$ cat config.mk
export PLATFORM = sky130hd
export DESIGN_NAME = grq_ctrl
export DESIGN_NICKNAME = d
export VERILOG_FILES = /design/src/rtl/grq_pkg.sv /design/src/rtl/grq_ctrl.sv
export SDC_FILE = /design/constraint.sdc
export NUM_CORES = 1
export LEC_CHECK = 0
export BUFFER_PORTS_ARGS = -buffer_cell sky130_fd_sc_hd__buf_2
export CAP_MARGIN = 20
export CORE_AREA = 3 3 40 42
export DETAILED_ROUTE_END_ITERATION = 10
export DIE_AREA = 0 0 43 45
export GPL_TIMING_DRIVEN = 1
export PLACE_DENSITY = 0.46
export SLEW_MARGIN = 10
export SYNTH_ARGS = -nofsm -noshare
export SYNTH_HDL_FRONTEND = slang
export SYNTH_SLANG_ARGS = --single-unit
export TNS_END_PERCENT = 30
$ cat constraint.sdc
create_clock -name clk -period 1.2 [get_ports clk]
set_input_delay 0.12 -clock clk [delete_from_list [all_inputs] [get_ports clk]]
set_output_delay 0.12 -clock clk [all_outputs]
set_load 0.01 [all_outputs]
$ cat src/rtl/grq_pkg.sv
// ----------------------------------------------------------------------------
// grq_pkg
// Shared widths, codes and controller/datapath signal groups for the
// graph reachability query block.
// ----------------------------------------------------------------------------
package grq_pkg;

    localparam int NODE_W            = 4;
    localparam int COUNT_W           = 5;
    localparam int MAX_NODES_DEFAULT = 16;

    localparam logic [COUNT_W-1:0] COUNT_RESET = 5'd16;

    localparam logic REQ_ADD_EDGE = 1'b0;
    localparam logic REQ_QUERY    = 1'b1;

    localparam logic STATUS_DONE  = 1'b0;
    localparam logic STATUS_ERROR = 1'b1;

    // controller -> datapath
    typedef struct packed {
        logic in_ready;
        logic edge_wr;
        logic start_query;
        logic expand;
        logic load_rsp;
    } grq_cmd_t;

    // datapath -> controller
    typedef struct packed {
        logic req_valid;
        logic req_err;
        logic req_is_add;
        logic nodes_equal;
        logic next_empty;
        logic out_free;
    } grq_sts_t;

endpackage

$ cat src/rtl/grq_ctrl.sv
// ----------------------------------------------------------------------------
// grq_ctrl
// Request sequencer: accept, decode, frontier expansion rounds, response.
// ----------------------------------------------------------------------------
module grq_ctrl import grq_pkg::*;
(
    input  logic     clk,
    input  logic     rst_n,
    input  grq_sts_t sts,
    output grq_cmd_t cmd
);

    localparam logic [1:0] S_IDLE   = 2'd0;
    localparam logic [1:0] S_DECODE = 2'd1;
    localparam logic [1:0] S_EXPAND = 2'd2;
    localparam logic [1:0] S_DONE   = 2'd3;

    logic [1:0] state_reg;
    logic [1:0] state_next;

    always_comb
    begin
        state_next      = state_reg;
        cmd             = '0;
        unique case (state_reg)
            S_IDLE:
            begin
                cmd.in_ready = 1'b1;
                if (sts.req_valid)
                begin
                    state_next = S_DECODE;
                end
            end
            S_DECODE:
            begin
                if (sts.req_err || sts.nodes_equal || sts.req_is_add)
                begin
                    cmd.edge_wr = !sts.req_err && sts.req_is_add;
                    state_next  = S_DONE;
                end
                else
                begin
                    cmd.start_query = 1'b1;
                    state_next      = S_EXPAND;
                end
            end
            S_EXPAND:
            begin
                cmd.expand = 1'b1;
                if (sts.next_empty)
                begin
                    state_next = S_DONE;
                end
            end
            S_DONE:
            begin
                if (sts.out_free)
                begin
                    cmd.load_rsp = 1'b1;
                    state_next   = S_IDLE;
                end
            end
            default:
            begin
                state_next = S_IDLE;
            end
        endcase
    end

    always_ff @(posedge clk or negedge rst_n)
    begin
        if (!rst_n)
        begin
            state_reg <= S_IDLE;
        end
        else
        begin
            state_reg <= state_next;
        end
    end

    a_err_skips_search: assert property (@(posedge clk) disable iff (!rst_n)
        (state_reg == S_DECODE && sts.req_err) |=> state_reg == S_DONE)
        else $error("out-of-range request entered the search");

endmodule

; ---- Word-level counts from Yosys, hierarchy flattened
; Cells that the tools add are included.
; Widths: inputs -> output; s select.
[totals]
ff_bits = 2
input_bits = 8
output_inout_bits = 5
[op_classes]
eq_ne = 6
mux = 12
n_reduce_logical = 6
[ops]
columns = cell, count
row1 = $mux 2, 4
row2 = $pmux 2 s4, 1
row3 = $mux 1, 7
row4 = $ne 2x2->1 const B, 3
row5 = $eq 2x2->1 const B, 2
row6 = $reduce_and 3->1, 1
row7 = $eq 2x1->1 const B, 1
row8 = $logic_not 2->1, 1
row9 = $logic_or 1x1->1, 2
row10 = $logic_and 1x1->1, 1
row11 = $logic_not 1->1, 1

; ---- Longest topological paths before layout
[logic_depth]
ltp_word = 4
depth_mapped = 5
depth_no_buf = 5

; ---- Worst setup path before layout
; Ideal clock, no wire load.
[synth_path]
path_kind = flip-flop to flip-flop
start = register state_reg[0]
end = register state_reg[1]
t_arrival_ps = 1270
required_time_ps = 1075
path_slack_ps = -196
stages_incl_launch_ff = 6
period_less_slack_ps = 1396
cell_sequence = dfrtp_1 inv_1 ha_1 nand2b_1 and3_4 mux2_4
[synth_via]
elab_chain_cells = 3
elab_cells_between_ends = 9
[synth_rtl]
columns = item, line_no
row1 = from (decl), grq_ctrl.sv:18  ; logic [1:0] state_reg;
row2 = from (signal assigned), grq_ctrl.sv:78  ; state_reg <= state_next;
row3 = $eq 2x2->1 or $logic_not 2->1 (tied branches), grq_ctrl.sv:25  ; unique case (state_reg)
row4 = $ne 2x2->1 (no source line), n/a
row5 = $reduce_and 3->1 (no source line), n/a
; Several ways; a longest one is shown, not always the timed one.
; A chain may end at the register's enable or synchronous reset.

; ---- Worst setup path after layout
[layout_path]
start = register state_reg[1]
end = register state_reg[1]
; Same word-level chain as after synthesis.

==> results.md <==
* CP top delay family: flip-flops
* Clk sink count at 2
* Max Cap Violations at 0
* First-pass GRT wire length at 966 um
* Crit path capture type: register
* DR WL/cell at 10.3 um
* # port buffers at 12
* CP max stage cell: dfrtp_2
* Final Net Count at 54
* Crit path cell chain: ha_1 -> nand2b_1 -> and3_4 -> mux2_4
* Seq/Total Area, Yosys at 0.245
* TritonCTS clock tree: built
* Global placement routability congestion at 0.596
* First-pass DRT Iterations at 2
* Distinct cell type count after synthesis at 13
* Ant. Diodes at 0
* Comb power frac at 0.642
* Top cell type's share of synthesized area at 0.245
* CP Launch Type: register
* R2R cell count at 4
* RSZ-0062 raised after global routing: yes
* CP required at 1.31 ns
* Reg area at 52.6 sq um
* Width of the die at 43 um
* Clock root buffer: clkbuf_4
* Post-route minimum period at 1.38 ns
* DRC errors left at 0
* Stages on the worst setup path at 4
* Status: finished, violations left
* Seq pwr share at 0.192
* Routed WL at 579 um
* Vias in the first global route at 235
* Worst slew pin tran at 0.217 ns
* Tcrit/Tclk final at 1.15
* 1st-iter DRT viols at 4
* Reg clk slew, reported paths at 0.03 ns
* Fillers at 142
* Worst skew pair latency at 0.23 ns
* Fraction of layout cells with a size suffix above 1 at 0.683
* Hold Vio Cnt, Final at 0
* Multi-input logic area at 199 sq um
* Largest fanout on the critical path at 5
* Crit. Startpoint: state_reg[1]$_DFFE_PN0P_
* Final Skew at 0.00176 ns
* Buf+Inv Stages, Crit Path at 0
* Die ar. at 1940 sq um
* Grt ovf at 0
* Min-Delay Path Class: primary input to async pin
* Ports at 13
* Post-DP HPWL at 459 um
* Largest area contributor in the netlist: dfrtp_1
* Synth Instances at 21
* Initial antenna violation count at 0
* Num CTS Buffers at 3
* Largest net degree at the start of global routing at 6
* Core Area at 1280 sq um
* Failing checks: setup timing
* Worst setup path class: register to register
* Internal at 0.629 mW
* H-tree depth reported by CTS at 1
* Via/cell ratio at 4.04
* Total track usage at 0.0748
* Setup ws final at -0.183 ns
* Synth top area cells: dfrtp_1 25%, ha_1 25%, nand2b_1 9.2%
* Cell Pwr Density at 2460 nW/um^2
* Largest register FFs at 2
* Total Power at 1.01 mW
* Seq cells post-synth at 2
* Synth warnings at 0
* Row count at 13
* Peak supply drop at 0.769 mV
* Post-synthesis cell area at 204 sq um
* DR vias at 226
* Final setup vio count at 6
* Worst EP arrival at 1.49 ns
* Setup TNS at -0.593 ns
* Clock power share at 0.166
* Final ANT Viol Nets at 0
* Switch Pwr at 0.379 mW
* Max Fclk at 0.723 GHz
* Die height at 45 um
* Max clock buf depth at 2
* Mean Syn Cell Area at 9.71 sq um
* Syn nets at 33
* Worst r2r src: state_reg[1]$_DFFE_PN0P_
* Syn-to-layout area delta at 101%
* Worst relative slew slack at 0.854
* Max-slew violations at 0
* Slowest stage delay, CP at 0.46 ns
* Lkg Pwr at 0.188 nW
* Switching portion of total power at 0.376
* Starting Density at 0.159
layout make-up:
class                           count  area share
Clock buffer                        4      0.0642
Inverter                            2      0.0245
Multi-Input combinational cell     17       0.486
Sequential cell                     2       0.128
Tap cell                           15      0.0459
Timing Repair Buffer               16       0.251
cell usage in the layout (no fill, tap or decap), types with 2 or more instances in the layout:
master and n:
clkbuf_4 3, ha_4 3, buf_4 2, buf_6 2, nand2b_1 3, nor2_1 2, dfrtp_2 2, buf_2 11
stage by stage:
step	instances	area, sq um	worst slack (ns)	hold slack, ns	util
3_5_place_dp	50	324	-0.166	-0.0940	0.252
6_report	56	409	-0.183	0.209	0.318
5_1_grt	56	409	-0.259	0.197	0.318
4_1_cts	55	398	-0.178	0.206	0.310
2_1_floorplan	21	230	-0.122	-0.176	-
3_3_place_gp	50	324	-0.150	-0.0952	0.252
cell families (layout without fill, tap and decap cells):
group | after synthesis | in the layout | share of synthesized area
DFF | 2 | 2 | 0.245
and+or+nand+nor | 9 | 9 | 0.276
buffers and inverters | 2 | 22 | 0.0368
muxes | 1 | 1 | 0.0736
AOI/OAI and AO/OA | 3 | 3 | 0.123
adders and majority gates | 4 | 4 | 0.245
cell usage after synthesis (all sizes together):
master and number:
mux2 1, and3 1, o22a 1, nand2b 3, nand2 1, a41oi 1, o31ai 1, nor2 2
and2 1, nor4b 1, inv 2, ha 4, dfrtp 2
worst paths after layout:
kind,endpoint,slack (ns)
max,state_reg[1]$_DFFE_PN0P_,-0.18
min,state_reg[1]$_DFFE_PN0P_,0.21
max reg2reg,state_reg[1]$_DFFE_PN0P_,-0.18
min reg2reg,state_reg[1]$_DFFE_PN0P_,0.64
max in group asynchronous,state_reg[0]$_DFFE_PN0P_,0.88
min in group clk,state_reg[0]$_DFFE_PN0P_,0.42
what timing repair did:
item                                   CTS  global route
endpoints found under the hold margin    2             0
gates resized for setup                  7             1
setup buffers                            0             1
hold buffers                             1             0
gates cloned                             0             0
setup endpoints to repair                6             7
per-layer routing:
metal  share of wire  track usage  wire, um  vias to the layer above
met2            0.56        0.105       323                        5
li1                -            -         -                      113
met5               0            0         0                        -
met3           0.062       0.0438        36                        0
met1            0.38       0.0695       219                      108
met4               0       0.0904         0                        0
power by group through the flow:
stage	clock (mW)	combinational (mW)	sequential [mW]
after floorplan	0	0.392	0.166
after global placement	0	0.535	0.173
after CTS	0.176	0.622	0.191
final	0.167	0.647	0.194
after global routing	0.199	0.715	0.202
after detailed placement	0	0.555	0.174
Note: power is estimated with default switching activity, not from simulation.
